==> config.mk <==
export PLATFORM = sky130hd
export DESIGN_NAME = ascii_to_seven_segment_stream_top_flat
export DESIGN_NICKNAME = d
export VERILOG_FILES = /design/src/rtl/core/a7s_pkg.sv /design/src/rtl/core/a7s_if.sv /design/src/rtl/core/a7s_front.sv /design/src/rtl/core/a7s_queue.sv /design/src/rtl/core/a7s_back.sv /design/src/rtl/core/ascii_to_seven_segment_stream_top.sv /design/src/flat_wrapper.sv
export SDC_FILE = /design/constraint.sdc
export NUM_CORES = 1
export LEC_CHECK = 0
export BUFFER_PORTS_ARGS = -buffer_cell sky130_fd_sc_hd__buf_2
export CAP_MARGIN = 20
export CORE_ASPECT_RATIO = 1.4
export CORE_UTILIZATION = 28
export DETAILED_ROUTE_END_ITERATION = 8
export GPL_TIMING_DRIVEN = 0
export PLACE_DENSITY_LB_ADDON = 0.25
export SYNTH_ARGS = -nofsm -noshare
export SYNTH_HDL_FRONTEND = slang
export SYNTH_SLANG_ARGS = --single-unit
==> constraint.sdc <==
create_clock -name i_clk -period 3.53 [get_ports i_clk]
set_input_delay 0.1765 -clock i_clk [delete_from_list [all_inputs] [get_ports i_clk]]
set_output_delay 0.1765 -clock i_clk [all_outputs]
set_load 0.01 [all_outputs]
==> src/rtl/core/a7s_pkg.sv <==
// shared types, constants and the seven-segment font for the ascii to seven-segment stream
`default_nettype none

package a7s_pkg;

    localparam logic [2:0] MAX_DIGITS  = 3'd4;
    localparam logic [7:0] DOT_CHAR    = 8'h2E;
    localparam logic [7:0] DASH_CHAR   = 8'h2D;
    localparam logic [7:0] DP_BIT      = 8'h80;
    localparam logic [7:0] DASH_SEG    = 8'h40;
    localparam int         QUEUE_DEPTH = 4;
    localparam int         PTR_W       = $clog2(QUEUE_DEPTH);
    localparam int         CNT_W       = $clog2(QUEUE_DEPTH + 1);

    localparam logic [7:0] DIGIT_FONT [10] = '{
        8'h3F, 8'h06, 8'h5B, 8'h4F, 8'h66, 8'h6D, 8'h7D, 8'h07, 8'h7F, 8'h6F
    };

    localparam logic [7:0] UPPER_FONT [26] = '{
        8'h77, 8'h7C, 8'h39, 8'h5E, 8'h79, 8'h71, 8'h79, 8'h76, 8'h06, 8'h1E,
        8'h76, 8'h38, 8'h76, 8'h76, 8'h3F, 8'h73, 8'h6F, 8'h76, 8'h79, 8'h78,
        8'h3E, 8'h3E, 8'h3E, 8'h76, 8'h6E, 8'h5B
    };

    localparam logic [7:0] LOWER_FONT [26] = '{
        8'h77, 8'h7C, 8'h58, 8'h5E, 8'h7B, 8'h71, 8'h6F, 8'h74, 8'h10, 8'h1E,
        8'h74, 8'h18, 8'h74, 8'h54, 8'h5C, 8'h73, 8'h67, 8'h50, 8'h6D, 8'h78,
        8'h1C, 8'h1C, 8'h26, 8'h76, 8'h6E, 8'h53
    };

    typedef struct packed {
        logic [7:0] digit_address;
        logic [7:0] segments;
        logic       write;
        logic       end_of_string;
    } t_result;

    typedef struct packed {
        logic    en0;
        logic    en1;
        t_result e0;
        t_result e1;
    } t_push;

    function automatic logic [7:0] font_lookup(input logic [7:0] c);
        logic [7:0] seg;
        seg = 8'h00;
        if (c inside {[8'h30:8'h39]}) begin
            seg = DIGIT_FONT[4'(c - 8'h30)];
        end else if (c inside {[8'h41:8'h5A]}) begin
            seg = UPPER_FONT[5'(c - 8'h41)];
        end else if (c inside {[8'h61:8'h7A]}) begin
            seg = LOWER_FONT[5'(c - 8'h61)];
        end else if (c == DASH_CHAR) begin
            seg = DASH_SEG;
        end else if (c == DOT_CHAR) begin
            seg = DP_BIT;
        end
        return seg;
    endfunction

endpackage

`default_nettype wire

==> src/rtl/core/a7s_if.sv <==
// valid/ready channel interfaces for characters in and digit results out
`default_nettype none

interface a7s_in_if;
    logic       valid;
    logic       ready;
    logic [7:0] char_code;
    logic [7:0] grid_base;
    logic       last_char;

    modport source (output valid, output char_code, output grid_base, output last_char,
                    input ready);
    modport sink   (input valid, input char_code, input grid_base, input last_char,
                    output ready);
endinterface

interface a7s_out_if;
    logic       valid;
    logic       ready;
    logic [7:0] digit_address;
    logic [7:0] segments;
    logic       write;
    logic       end_of_string;

    modport source (output valid, output digit_address, output segments, output write,
                    output end_of_string, input ready);
    modport sink   (input valid, input digit_address, input segments, input write,
                    input end_of_string, output ready);
endinterface

`default_nettype wire

==> src/rtl/core/a7s_front.sv <==
// front end: accepts characters, tracks the held digit and position, emits up to two results
`default_nettype none

module a7s_front (
    input  wire logic           i_clk,
    input  wire logic           i_rst_n,
    a7s_in_if.sink              i_in,
    input  wire logic           i_room,
    output a7s_pkg::t_push      o_push
);
    import a7s_pkg::*;

    logic       r_held_valid;
    logic [7:0] r_held_segments;
    logic [2:0] r_digit_count;
    logic       n_held_valid;
    logic [7:0] n_held_segments;
    logic [2:0] n_digit_count;

    logic       accept;
    logic       is_dot;
    logic       a_ok;
    logic       b_ok;
    logic [2:0] cnt1;
    logic [7:0] cur_seg;
    t_result    res_a;
    t_result    res_b;
    t_result    res_empty;

    assign i_in.ready = i_room;
    assign accept     = i_in.valid & i_room;

    always_comb begin
        cur_seg = font_lookup(i_in.char_code);
        is_dot  = r_held_valid && (i_in.char_code == DOT_CHAR);
        a_ok    = r_held_valid && (r_digit_count < MAX_DIGITS);
        cnt1    = r_digit_count + {2'b00, a_ok};
        b_ok    = !is_dot && i_in.last_char && (cnt1 < MAX_DIGITS);

        res_a.digit_address = i_in.grid_base + {5'b00000, r_digit_count};
        res_a.segments      = is_dot ? (r_held_segments | DP_BIT) : r_held_segments;
        res_a.write         = 1'b1;
        res_a.end_of_string = i_in.last_char && !b_ok;

        res_b.digit_address = i_in.grid_base + {5'b00000, cnt1};
        res_b.segments      = cur_seg;
        res_b.write         = 1'b1;
        res_b.end_of_string = i_in.last_char;

        res_empty.digit_address = 8'h00;
        res_empty.segments      = 8'h00;
        res_empty.write         = 1'b0;
        res_empty.end_of_string = 1'b1;

        o_push.en0 = accept && (a_ok || b_ok || i_in.last_char);
        o_push.en1 = accept && a_ok && b_ok;
        o_push.e0  = a_ok ? res_a : (b_ok ? res_b : res_empty);
        o_push.e1  = res_b;

        n_held_valid    = r_held_valid;
        n_held_segments = r_held_segments;
        n_digit_count   = r_digit_count;
        if (accept) begin
            if (i_in.last_char) begin
                n_held_valid    = 1'b0;
                n_held_segments = 8'h00;
                n_digit_count   = 3'd0;
            end else if (is_dot) begin
                n_held_valid  = 1'b0;
                n_digit_count = cnt1;
            end else begin
                n_held_valid    = 1'b1;
                n_held_segments = cur_seg;
                n_digit_count   = cnt1;
            end
        end
    end

    always_ff @(posedge i_clk) begin
        if (!i_rst_n) begin
            r_held_valid    <= 1'b0;
            r_held_segments <= 8'h00;
            r_digit_count   <= 3'd0;
        end else begin
            r_held_valid    <= n_held_valid;
            r_held_segments <= n_held_segments;
            r_digit_count   <= n_digit_count;
        end
    end

`ifndef SYNTH
    a_count_bound: assert property (@(posedge i_clk) disable iff (!i_rst_n)
        r_digit_count <= MAX_DIGITS)
        else $error("digit count beyond display size");

    a_last_clears: assert property (@(posedge i_clk) disable iff (!i_rst_n)
        (accept && i_in.last_char) |=> (!r_held_valid && r_digit_count == 3'd0))
        else $error("state not cleared after last character");
`endif

endmodule

`default_nettype wire

==> src/rtl/core/a7s_queue.sv <==
// short result queue between front and back, up to two writes and one read per cycle
`default_nettype none

module a7s_queue (
    input  wire logic           i_clk,
    input  wire logic           i_rst_n,
    input  wire a7s_pkg::t_push i_push,
    input  wire logic           i_pop,
    output logic                o_room,
    output logic                o_valid,
    output a7s_pkg::t_result    o_head
);
    import a7s_pkg::*;

    t_result            r_mem [QUEUE_DEPTH];
    logic [PTR_W-1:0]   r_wr_ptr;
    logic [PTR_W-1:0]   r_rd_ptr;
    logic [CNT_W-1:0]   r_count;
    logic [PTR_W-1:0]   n_wr_ptr;
    logic [PTR_W-1:0]   n_rd_ptr;
    logic [CNT_W-1:0]   n_count;
    logic [PTR_W-1:0]   wr_ptr1;
    logic               do_pop;

    assign o_room  = r_count <= CNT_W'(QUEUE_DEPTH - 2);
    assign o_valid = r_count != '0;
    assign o_head  = r_mem[r_rd_ptr];
    assign do_pop  = i_pop && o_valid;
    assign wr_ptr1 = r_wr_ptr + PTR_W'(1);

    always_comb begin
        n_wr_ptr = r_wr_ptr + PTR_W'(i_push.en0) + PTR_W'(i_push.en1);
        n_rd_ptr = r_rd_ptr + PTR_W'(do_pop);
        n_count  = r_count + CNT_W'(i_push.en0) + CNT_W'(i_push.en1) - CNT_W'(do_pop);
    end

    always_ff @(posedge i_clk) begin
        if (i_push.en0) begin
            r_mem[r_wr_ptr] <= i_push.e0;
        end
        if (i_push.en1) begin
            r_mem[wr_ptr1] <= i_push.e1;
        end
    end

    always_ff @(posedge i_clk) begin
        if (!i_rst_n) begin
            r_wr_ptr <= '0;
            r_rd_ptr <= '0;
            r_count  <= '0;
        end else begin
            r_wr_ptr <= n_wr_ptr;
            r_rd_ptr <= n_rd_ptr;
            r_count  <= n_count;
        end
    end

`ifndef SYNTH
    a_no_overflow: assert property (@(posedge i_clk) disable iff (!i_rst_n)
        i_push.en0 |-> o_room)
        else $error("queue written without room");

    a_pair_order: assert property (@(posedge i_clk) disable iff (!i_rst_n)
        i_push.en1 |-> i_push.en0)
        else $error("second entry pushed without first");
`endif

endmodule

`default_nettype wire

==> src/rtl/core/a7s_back.sv <==
// back end: drains the queue into the output register
`default_nettype none

module a7s_back (
    input  wire logic             i_clk,
    input  wire logic             i_rst_n,
    input  wire logic             i_valid,
    input  wire a7s_pkg::t_result i_head,
    output logic                  o_pop,
    a7s_out_if.source             o_out
);
    import a7s_pkg::*;

    logic    r_valid;
    t_result r_data;

    assign o_pop = i_valid && (!r_valid || o_out.ready);

    always_ff @(posedge i_clk) begin
        if (!i_rst_n) begin
            r_valid <= 1'b0;
        end else if (!r_valid || o_out.ready) begin
            r_valid <= i_valid;
        end
    end

    always_ff @(posedge i_clk) begin
        if (o_pop) begin
            r_data <= i_head;
        end
    end

    assign o_out.valid         = r_valid;
    assign o_out.digit_address = r_data.digit_address;
    assign o_out.segments      = r_data.segments;
    assign o_out.write         = r_data.write;
    assign o_out.end_of_string = r_data.end_of_string;

endmodule

`default_nettype wire

==> src/rtl/core/ascii_to_seven_segment_stream_top.sv <==
// top level of the ascii to seven-segment digit stream encoder
// usage:
//   i_in carries one character per item with its grid base and a last-character flag.
//   o_out carries digit results: address, segment byte, write flag, end_of_string.
//   a character is held one item so a following '.' can set its decimal point;
//   at most four digits per string are written, the rest dropped.
//   the last character flushes the held digit; with no digit left a single
//   result with write low and end_of_string high closes the string.
// timing:
//   a result is written into the queue when its item is accepted and then moves
//   into the output register, from which it is valid on o_out; the second
//   result of a pair follows it out of the queue.
//   one item can be taken every cycle while the queue has room for two results;
//   the output side delivers one result per cycle while o_out.ready is high, so
//   a string that produces one result per character streams at one item per
//   cycle, and a last character may produce two results.
// reset and stall:
//   synchronous active-low reset empties the queue and output register and
//   clears the held digit and position; i_in.ready is low only while the
//   four-entry queue lacks room for two results, as when o_out.ready stays low.
`default_nettype none

module ascii_to_seven_segment_stream_top (
    input  wire logic   i_clk,
    input  wire logic   i_rst_n,
    a7s_in_if.sink      i_in,
    a7s_out_if.source   o_out
);
    import a7s_pkg::*;

    t_push   push;
    t_result head;
    logic    room;
    logic    q_valid;
    logic    pop;

    a7s_front u_front (
        .i_clk   (i_clk),
        .i_rst_n (i_rst_n),
        .i_in    (i_in),
        .i_room  (room),
        .o_push  (push)
    );

    a7s_queue u_queue (
        .i_clk   (i_clk),
        .i_rst_n (i_rst_n),
        .i_push  (push),
        .i_pop   (pop),
        .o_room  (room),
        .o_valid (q_valid),
        .o_head  (head)
    );

    a7s_back u_back (
        .i_clk   (i_clk),
        .i_rst_n (i_rst_n),
        .i_valid (q_valid),
        .i_head  (head),
        .o_pop   (pop),
        .o_out   (o_out)
    );

endmodule

`default_nettype wire
==> src/flat_wrapper.sv <==
// flat-port wrapper written by rule: the top's interface ports become plain ports
module ascii_to_seven_segment_stream_top_flat import a7s_pkg::*;
  (i_clk, i_rst_n, i_in_valid, i_in_char_code, i_in_grid_base, i_in_last_char, i_in_ready, o_out_valid, o_out_digit_address, o_out_segments, o_out_write, o_out_end_of_string, o_out_ready);
  a7s_in_if i_in_i ();
  a7s_out_if o_out_i ();
  input  wire logic i_clk;
  input  wire logic i_rst_n;
  input wire logic [$bits(i_in_i.valid)-1:0] i_in_valid;
  input wire logic [$bits(i_in_i.char_code)-1:0] i_in_char_code;
  input wire logic [$bits(i_in_i.grid_base)-1:0] i_in_grid_base;
  input wire logic [$bits(i_in_i.last_char)-1:0] i_in_last_char;
  output wire logic [$bits(i_in_i.ready)-1:0] i_in_ready;
  output wire logic [$bits(o_out_i.valid)-1:0] o_out_valid;
  output wire logic [$bits(o_out_i.digit_address)-1:0] o_out_digit_address;
  output wire logic [$bits(o_out_i.segments)-1:0] o_out_segments;
  output wire logic [$bits(o_out_i.write)-1:0] o_out_write;
  output wire logic [$bits(o_out_i.end_of_string)-1:0] o_out_end_of_string;
  input wire logic [$bits(o_out_i.ready)-1:0] o_out_ready;
  assign i_in_i.valid = i_in_valid;
  assign i_in_i.char_code = i_in_char_code;
  assign i_in_i.grid_base = i_in_grid_base;
  assign i_in_i.last_char = i_in_last_char;
  assign i_in_ready = i_in_i.ready;
  assign o_out_valid = o_out_i.valid;
  assign o_out_digit_address = o_out_i.digit_address;
  assign o_out_segments = o_out_i.segments;
  assign o_out_write = o_out_i.write;
  assign o_out_end_of_string = o_out_i.end_of_string;
  assign o_out_i.ready = o_out_ready;
  ascii_to_seven_segment_stream_top u_core (.i_clk(i_clk), .i_rst_n(i_rst_n), .i_in(i_in_i), .o_out(o_out_i));
endmodule
### Word-level counts from Yosys, hierarchy flattened

Memories as Yosys holds them, arrays and structs flattened. A register that Yosys moved wholly into a read port is not among the register bits.
Cells that the tools add are included.

| cells by class | value |
|---|---|
| add/sub/neg operators | 13 |
| $mul | 0 |
| div/mod/pow operators | 0 |
| $lt $le $gt $ge | 12 |
| eq/ne operators | 3 |
| shift operators | 0 |
| mux-type cells | 23 |
| bitwise gates (word level) | 4 |
| reductions and logical operators | 21 |

Operators by type and width:

| cell | number |
|---|---|
| 8-bit two-way mux | 14 |
| 18-bit two-way mux | 2 |
| 8-bit by 3-bit adder with 8-bit output | 2 |
| 8-bit by 6-bit == test with 1-bit output (second input constant) | 2 |
| 8-bit by 7-bit greater-or-equal comparator with 1-bit output (second input constant) | 2 |
| 8-bit by 7-bit less-or-equal comparator with 1-bit output (second input constant) | 2 |
| 1-bit logical AND | 13 |
| 6-bit greater-or-equal comparator (second input constant) | 2 |
| 5-bit inverter with 6-bit output | 2 |
| 5-bit by 1-bit subtractor with 5-bit output (second input constant) | 2 |
| 3-bit by 1-bit adder with 3-bit output | 3 |
| 8-bit by 6-bit greater-or-equal comparator with 1-bit output (second input constant) | 1 |
| 8-bit by 6-bit less-or-equal comparator with 1-bit output (second input constant) | 1 |
| 2-bit by 1-bit adder with 2-bit output | 3 |
| 3-bit less-than comparator (second input constant) | 2 |
| 1-bit two-way mux | 6 |
| 5-bit greater-or-equal comparator (second input constant) | 1 |
| 4-bit inverter with 5-bit output | 1 |
| 4-bit by 1-bit subtractor with 4-bit output (second input constant) | 1 |
| 3-bit by 2-bit less-or-equal comparator with 1-bit output (second input constant) | 1 |
| 1-bit logical NOT | 3 |
| 1-bit logical OR | 3 |
| 3-bit two-way mux | 1 |
| 3-bit nonzero test | 1 |
| 5 further kinds | 5 |

| word-level totals | value |
|---|---|
| flip-flop bits (word level) | 20 |
| latch bits | 0 |
| memory bits (writable) | 72 |
| bits in read-only memories | 640 |
| output and inout port bits | 20 |
| logic and storage cells | 87 |
| memories | 4 |

Memories:

| memory | depth | bits a word | read ports | clocked after Yosys merged registers in | wr ports | line | source |
|---|---|---|---|---|---|---|---|
| (name not given) | 32 | 8 | 1 | 0 | 0 | a7s_pkg.sv:53 | `seg = LOWER_FONT[5'(c - 8'h61)];` |
| (name not given) | 32 | 8 | 1 | 0 | 0 | a7s_pkg.sv:51 | `seg = UPPER_FONT[5'(c - 8'h41)];` |
| (name not given) | 16 | 8 | 1 | 0 | 0 | a7s_pkg.sv:49 | `seg = DIGIT_FONT[4'(c - 8'h30)];` |
| u_core.u_queue.r_mem | 4 | 18 | 1 | 1 | 2 | a7s_queue.sv:15 | `t_result r_mem [QUEUE_DEPTH];` |

### Longest topological paths before layout

Gate-level depths: netlist (run 1).

| logic depth | value |
|---|---|
| depth after elaboration | 11 |
| depth in mapped cells | 15 |

### Cells and area by module

From an unflattened synthesis (run 1), not the netlist that was laid out.

| second synthesis, totals | value |
|---|---|
| cells, all modules | 591 |
| area total of the unflattened synthesis | 7,038.0 um2 |

Modules (own cells, without submodules):

| module | instances | cells each | area each (um2) |
|---|---|---|---|
| a7s_queue | 1 | 216 | 4,005.1 |
| a7s_front | 1 | 353 | 2,444.8 |
| a7s_back | 1 | 22 | 588.1 |

### Worst setup path before layout (run 1)

Ideal clock, no wire load.

| timing | value |
|---|---|
| kind | register to register |
| start | reg u_core.u_front.r_digit_count[2] |
| end | mem u_core.u_queue.r_mem[0][16] (netlist name) (data pin) |
| library setup time | 271 ps |
| arrival | 3,154 ps |
| required time | 3,259 ps |
| setup slack | 105 ps |
| cell stages (with the launch flop) | 16 |
| buffers on the path | 3 |
| period minus slack after synthesis | 3,425 ps |
| cells stage by stage | dfxtp_1 > nand2b_1 > clkbuf_1 > inv_1 > clkbuf_1 > buf_1 > ha_1 > ha_1 > xor2_1 > ha_1 > nor2b_1 > o2111ai_1 > xor2_1 > nor2_1 > a21oi_1 > o22ai_1 |

RTL lines:

| element | line | source |
|---|---|---|
| from (decl) | a7s_front.sv:15 | `logic [2:0] r_digit_count;` |
| from (signal assigned) | a7s_front.sv:87 | `r_digit_count <= n_digit_count;` |
| to (decl) | a7s_queue.sv:15 |  |

==> out/metrics.cfg, run 1 <==
[outcome]
status=finished clean

[logic_synthesis]
syn-instance-count=629
synth_ff_type=sky130_fd_sc_hd__edfxtp_1
postSynthNetCount=677
postSynthRegisterBits=110
synth-edff-count=86
synth_cell_types=84
mappedNetlistArea_um2=6761
part_of_the_yosys_area_used_for_sequential_elements_pct=45.30
number_of_warnings_reported_in_the_yosys_synthesis_log=0
syn-mean-instance-area_um2=10.75
ys_async_sr_fraction_pct=0

[layout]
area_growth_syn_to_layout_pct=13.77
layout.filler_cells=2455
layoutNonFillerInstCount=985
area_of_combinational_cells_with_multiple_inputs_um2=3432
sequential_cell_area_um2=3065
drive_above_1_share_pct=19.29
nNetsFinal=722
antenna-diode-count=0

[worst_setup_path]
cp.arrival_ns=3.31
timing.critical_path.from_type=flip-flop
criticalPathCategory=reg2reg
critPathRequiredTime_ns=3.51
worstPathMaxFanout=17
timing.critical_path.to_type=flip-flop

[clock_network]
clkTransAtPathRegs_ns=0.07
clock_tree_root_driver_cell=sky130_fd_sc_hd__clkbuf_16
clock_sink_count=110
numCtsBuffers=9
insertion_delay_ns=0.35
tritoncts_clock_tree=built
cts_htree_levels=3
max-clock-path-buffers=2
cts-hold-fix-buffers=0

[floorplanning]
die_height_um=185.9
initial_core_util_pct=28.83
floorplan.die_area_um2=24780
die_x_um=133.3
floorplan.core_area_um2=23450
num_io_pins=41
std_cell_rows=66

[detailed_routing]
detailedRoute.firstIterationViolations=288
met2_wirelength_um=9892
number_of_vias_per_cell_after_detailed_routing=5.419
routedWlPerCell_um=19.75
drc_errors=0
detail_route.first_pass.iterations=6
detail-route-antenna-nets=0
via_count=5338
top_layer_used=met4
routed_wl_um=19450
routed_length_on_met3_um=820
routedLengthMet1_um=7865

[grt]
grt_first_pass_wirelength_um=29840
gr-usage-all-layers_pct=15.85
grt_max_degree=20
grt_pass1_vias=5290
grt_remaining_overflow=0
grt_antenna_before_repair=0

[placed_design]
weighted_congestion_reported_at_the_end_of_routability_driven_placement=0.9243
place.detailed.hpwl_um=14330
io_buffer_count=33
dp_cells=969
pre_cts_slack_ns=-0.7417

[timing]
hold_vio_cnt_final=0
layout_min_cycle_time_ns=3.331
report.final.setup_viol=0
least_margin_pin_slew_ns=0.9719
maxSlewViolCount=0
max_freq_mhz=300.2
grt_setup_unrepaired=no
worst_clock_skew_ns=0.01094
timing.hold.ws_ns=0.1313
finalCritPeriodShare_pct=94.36
setup_ws_ns=0.1990
timing.max_slew.rel_slack_pct=35.21

[pwr]
static-leakage-power_nw=2.633
combPwrFrac_pct=31.9
switching_share_pct=32.22
cellPowerDensity_nw_per_um2=536.1
ir_drop_uv=233.3
cellInternalPower_mw=2.795
post-layout-total-power_mw=4.124
seq_power_share_pct=42.5
power.net_switching_mw=1.329
power.clock.fraction_pct=25.5

[flow_run]
max_capacitance_violation_count=0

[min_path]
hp-class=in2reg

[power groups by stage]
stage | sequential [mW] | clock (mW) | combinational [mW]
floorplan | 1.85 | 0 | 0.819
global placement | 1.80 | 0 | 1.30
detailed placement | 1.79 | 0 | 1.34
CTS | 1.76 | 1.06 | 1.35
global route | 1.78 | 1.11 | 1.46
finish | 1.75 | 1.05 | 1.32
[logic make-up after synthesis]
family	Yosys count	share of synthesized area (%)
mux	27	7.790
buf+inv	72	4.608
flops	110	45.30
compound gates	190	19.45
xor+xnor	20	2.980
simple gates	183	14.32
fa+ha+maj	27	5.551
[worst max-delay path, stage by stage, from the launching register on]
cell and delay, ns:
sky130_fd_sc_hd__dfxtp_2 0.37, sky130_fd_sc_hd__nand2b_4 0.17, sky130_fd_sc_hd__inv_1 0.08, sky130_fd_sc_hd__clkbuf_4 0.21
sky130_fd_sc_hd__buf_4 0.20, sky130_fd_sc_hd__ha_1 0.19, sky130_fd_sc_hd__ha_2 0.20, sky130_fd_sc_hd__nor2_1 0.10
sky130_fd_sc_hd__nand4b_1 0.16, sky130_fd_sc_hd__inv_2 0.17, sky130_fd_sc_hd__nand3b_2 0.28, sky130_fd_sc_hd__nand2_1 0.80
[Yosys cell counts, types with 10 or more instances]
cell type                  count  area, um2
sky130_fd_sc_hd__mux4_2       20      450.4
sky130_fd_sc_hd__buf_2        18      90.09
sky130_fd_sc_hd__and2_1       10      62.56
sky130_fd_sc_hd__clkbuf_1     28      105.1
sky130_fd_sc_hd__o211ai_1     10      75.07
sky130_fd_sc_hd__o21ai_0      23      115.1
sky130_fd_sc_hd__dfxtp_1      24      480.5
sky130_fd_sc_hd__nand3_1      14      70.07
sky130_fd_sc_hd__nor2_1       41      153.9
sky130_fd_sc_hd__nand2b_1     11      68.82
sky130_fd_sc_hd__ha_1         22      275.3
sky130_fd_sc_hd__nor2b_1      13      81.33
sky130_fd_sc_hd__a21oi_1      28      140.1
sky130_fd_sc_hd__o22ai_1      54      337.8
sky130_fd_sc_hd__nand2_1      49      183.9
sky130_fd_sc_hd__edfxtp_1     86       2582
sky130_fd_sc_hd__inv_1        19      71.32
[cell type report]
type	count	share of cell area, %
sequential	110	39.85
buffer	50	3.074
clock inverter	7	1.041
tap	306	4.977
clock buffer	9	2.928
inverter	20	0.9759
multi-input combinational	447	44.62
timing repair buffer	36	2.537
[flip-flops by register name, indices dropped and copies added (netlist names), 2 cells and up]
| register | cells |
|---|---|
| u_core.u_queue.r_count | 3 |
| u_core.u_queue.r_mem | 72 |
| u_core.u_back.o_out.segments | 8 |
| u_core.u_queue.r_rd_ptr | 2 |
| u_core.u_front.r_held_segments | 8 |
| u_core.u_queue.r_wr_ptr | 2 |
| u_core.u_back.o_out.digit_address | 8 |
| u_core.u_front.r_digit_count | 3 |
[placed cells by master (no fill, tap or decap), drive strengths merged, types with 6 or more instances in the layout]
master / count
edfxtp: 86
buf: 60
o22ai: 54
nand2: 49
nor2: 41
clkbuf: 35
o21ai: 30
a21oi: 28
dfxtp: 24
ha: 22
inv: 22
mux4: 20
nand3: 15
nor2b: 13
nand2b: 11
o211ai: 10
and2: 10
xnor2: 10
xor2: 10
o32ai: 9
nand3b: 8
nor3: 8
o21a: 7
nor3b: 7
o31ai: 6
o311ai: 6
a21boi: 6
[routing by layer]
layer,up-vias,global-route usage [%]
met2,195,29.19
met1,2590,18.06
met3,54,1.362
met5,-,0
met4,0,8.545
li1,2499,-
[per-stage QoR]
step | cell area [um2] | utilization, % | TNS, ns
finish | 7692 | 32.80 | 0
global route | 7692 | 32.80 | 0
detailed placement | 7328 | 31.25 | -48.48
global placement | 7310 | 31.17 | -49.70
floorplan | 6761 | - | 0
CTS | 7664 | 32.68 | 0
[final timing paths]
path	end	cells past startpoint	slack [ns]	from
worst min register to register	u_core.u_front.r_held_segments[1]	2	0.45	u_core.u_front.r_held_segments[1]
worst max register to register	u_core.u_queue.r_mem[3][12]	11	0.20	u_core.u_front.r_digit_count[2]
worst max-delay path	u_core.u_queue.r_mem[3][12]	11	0.20	u_core.u_front.r_digit_count[2]
worst min-delay path	u_core.u_front.r_digit_count[2]	2	0.13	i_rst_n
[timing repair]
item / 4_1_cts / 5_1_grt
pin swaps: 1 / 1
resized for setup: 8 / 8
endpoints found under the setup margin: 131 / 72
hold endpoints to repair: 0 / 0
buffers inserted: 2 / 0
Power figures use the tool's default switching activity.
==> run 2, diff against run 1 <==
REMOVE_ABC_BUFFERS = 1   (was default)
SYNTH_HIERARCHICAL = 1   (was default)
==> out/metrics.cfg, run 2 <==
[outcome]
status=finished clean

[timing]
maxSlewViolCount=0
layout_min_cycle_time_ns=3.303
worst_clock_skew_ns=0.01116
max_freq_mhz=302.7
timing.hold.ws_ns=0.1670
finalCritPeriodShare_pct=93.58
hold_vio_cnt_final=0
least_margin_pin_slew_ns=0.7657
report.final.setup_viol=0
grt_setup_unrepaired=no
timing.max_slew.rel_slack_pct=48.96

[detailed_routing]
routedWlPerCell_um=18.78
detail_route.first_pass.iterations=6
routed_wl_um=17630
detail-route-antenna-nets=0
via_count=4875
number_of_vias_per_cell_after_detailed_routing=5.192
drc_errors=0
detailedRoute.firstIterationViolations=186

[pwr]
post-layout-total-power_mw=3.920
power.clock.fraction_pct=24.6
combPwrFrac_pct=29.4
static-leakage-power_nw=2.976
switching_share_pct=30.71
power.net_switching_mw=1.204
seq_power_share_pct=46.0
ir_drop_uv=210.2
cellInternalPower_mw=2.716
cellPowerDensity_nw_per_um2=488.8

[placed_design]
place.detailed.hpwl_um=12710
io_buffer_count=40
dpl_cell_area_um2=7571
weighted_congestion_reported_at_the_end_of_routability_driven_placement=0.8816

[clock_network]
numCtsBuffers=9
insertion_delay_ns=0.35
clock_sink_count=110
cts_htree_levels=3
clkTransAtPathRegs_ns=0.08
cts-hold-fix-buffers=0
clock_tree_root_driver_cell=sky130_fd_sc_hd__clkbuf_16
tritoncts_clock_tree=built
max-clock-path-buffers=2

[logic_synthesis]
ys_async_sr_fraction_pct=0
synth_cell_types=75
mappedNetlistArea_um2=7038
synth_simple_gate_area_share_pct=11.34
synthXorXnorAreaFrac_pct=2.596
synthDominantAreaCellType=sky130_fd_sc_hd__edfxtp_1
synth.most_common_cell=sky130_fd_sc_hd__edfxtp_1
number_of_warnings_reported_in_the_yosys_synthesis_log=6
part_of_the_yosys_area_used_for_sequential_elements_pct=44.09
synth_common_cells=sky130_fd_sc_hd__edfxtp_1 (90), sky130_fd_sc_hd__mux2_2 (55), sky130_fd_sc_hd__nand2_1 (35)
synth_top_family_by_area=multiplexers
synth_compound_area_share_pct=12.30
synth_fa_ha_area_share_pct=5.333
syn-mean-instance-area_um2=11.91
synth-edff-count=90
synth_ff_type=sky130_fd_sc_hd__edfxtp_1
synth_top_area_share_pct=38.40
synth_top_cells_by_area=sky130_fd_sc_hd__edfxtp_1 (38%), sky130_fd_sc_hd__mux2_2 (8.8%), sky130_fd_sc_hd__mux4_2 (6.1%)
syn-instance-count=591
postSynthRegisterBits=110
yosys-mux-area-fraction_pct=19.64

[layout]
most_frequent_standard_cell_in_the_layout_excluding_fill_and_tap_cells=sky130_fd_sc_hd__edfxtp_1
area_growth_syn_to_layout_pct=13.94
antenna-diode-count=0
finish.instance_area_um2=8019
final_util_pct=32.50
regMostFlops=u_core/u_queue/r_mem
sequential_cell_area_um2=3104
drive_above_1_share_pct=31.89
area_of_combinational_cells_with_multiple_inputs_um2=3729
layout_common_cells=sky130_fd_sc_hd__edfxtp_1 (90), sky130_fd_sc_hd__mux2_2 (55), sky130_fd_sc_hd__buf_2 (40)
nNetsFinal=667
layout.filler_cells=2472
largest_register_ff_count=72

[flow_run]
max_capacitance_violation_count=0

[floorplanning]
std_cell_rows=68
floorplan.core_area_um2=24670
die_height_um=189.6
die_x_um=136.0
initial_core_util_pct=28.52
num_io_pins=41
floorplan.die_area_um2=25780

[worst_setup_path]
cp.arrival_ns=3.41
timing.critical_path.cells=nand2b_4, clkinv_4, ha_1, ha_1, xnor2_2, inv_1, ha_1, a21oi_1, nor2_1, o21ai_0, nand2_1, o221a_2, mux2_2
worst_setup_path_startpoint=u_core/u_front/r_digit_count[2]
criticalPathCategory=reg2reg
timing.critical_path.from_type=flip-flop
cp_slowest_cell=sky130_fd_sc_hd__dfxtp_1
timing.critical_path.to_type=flip-flop
worstPathMaxFanout=19
critPathRequiredTime_ns=3.64
timing.critical_path.mode_cell=sky130_fd_sc_hd__ha_1
crit_path_max_incr_delay_ns=0.44
crit-reg2reg-launch=u_core/u_front/r_digit_count[2]

[grt]
grt_antenna_before_repair=0
grt_remaining_overflow=0
grt_max_degree=37
grt_pass1_vias=4945
gr-usage-all-layers_pct=14.22
grt_first_pass_wirelength_um=27700

[min_path]
worst_hold_startpoint=o_out_ready
hp-class=in2reg

==> run 2: final cells by class <==
type	count	share of cell area [%]
Multi-Input combinational cell	418	46.50
Sequential cell	110	38.71
Timing Repair Buffer	56	5.211
Tap cell	315	4.915
Clock buffer	10	2.855
Inverter	24	1.248
Clock inverter	6	0.5617
==> run 2: critical path: cells and delay by family, from the launching register on <==
kind | cells | cell delay, ns
xor gates and xnor gates | 1 | 0.27
adders and majority gates | 3 | 0.76
muxes | 1 | 0.27
DFF | 1 | 0.44
AOI/OAI and AO/OA | 3 | 0.65
and+or+nand+nor | 3 | 0.46
buffers and inverters | 2 | 0.23
==> run 2: kinds of logic (layout without fill, tap and decap cells) <==
logic type,Yosys count,in the layout
and+or+nand+nor,143,143
AOI/OAI and AO/OA,129,129
DFF,110,110
muxes,98,98
buffers and inverters,63,96
adders and majority gates,27,27
xor gates and xnor gates,20,20
other,1,1
==> run 2: what timing repair did <==
| action | CTS | global route |
|---|---|---|
| gates resized for setup | 17 | 3 |
| buffers inserted | 5 | 2 |
| setup endpoints to repair | 153 | 42 |
==> run 2: metrics by stage <==
| stage | worst slack, ns | std cells | setup TNS [ns] |
|---|---|---|---|
| 5_1_grt | 0.03312 | 939 | 0 |
| 4_1_cts | 0.02807 | 937 | 0 |
| 3_3_place_gp | -4.293 | 907 | -411.89 |
| 2_1_floorplan | -1.590 | 552 | -130.04 |
| 3_5_place_dp | -2.163 | 916 | -236.56 |
| 6_report | 0.2268 | 939 | 0 |
==> run 2: worst paths after layout <==
check	cells after the start	slack, ns	endpoint
setup / recovery	13	0.23	u_core/u_queue/r_mem[3][17]
hold / removal	3	0.17	u_core/u_back/o_out.valid
setup reg to reg	13	0.23	u_core/u_queue/r_mem[3][17]
hold reg to reg	2	0.46	u_core/u_front/r_held_segments[3]
==> run 2: power groups by stage <==
stage / clock, mW / combinational (mW) / sequential (mW)
final: 0.963 / 1.15 / 1.80
after global routing: 1.04 / 1.27 / 1.83
after CTS: 0.989 / 1.17 / 1.81
after detailed placement: 0 / 1.13 / 1.84
after global placement: 0 / 1.04 / 1.85
after floorplan: 0 / 0.639 / 1.88
==> run 2: layer usage <==
| layer | GRT usage (%) | vias to the layer above | share of wire [%] |
|---|---|---|---|
| li1 | - | 2281 | - |
| met1 | 15.67 | 2440 | 39 |
| met2 | 26.77 | 122 | 55 |
| met3 | 1.492 | 32 | 2.9 |
| met4 | 6.709 | 0 | 3.1 |
| met5 | 0 | - | 0 |
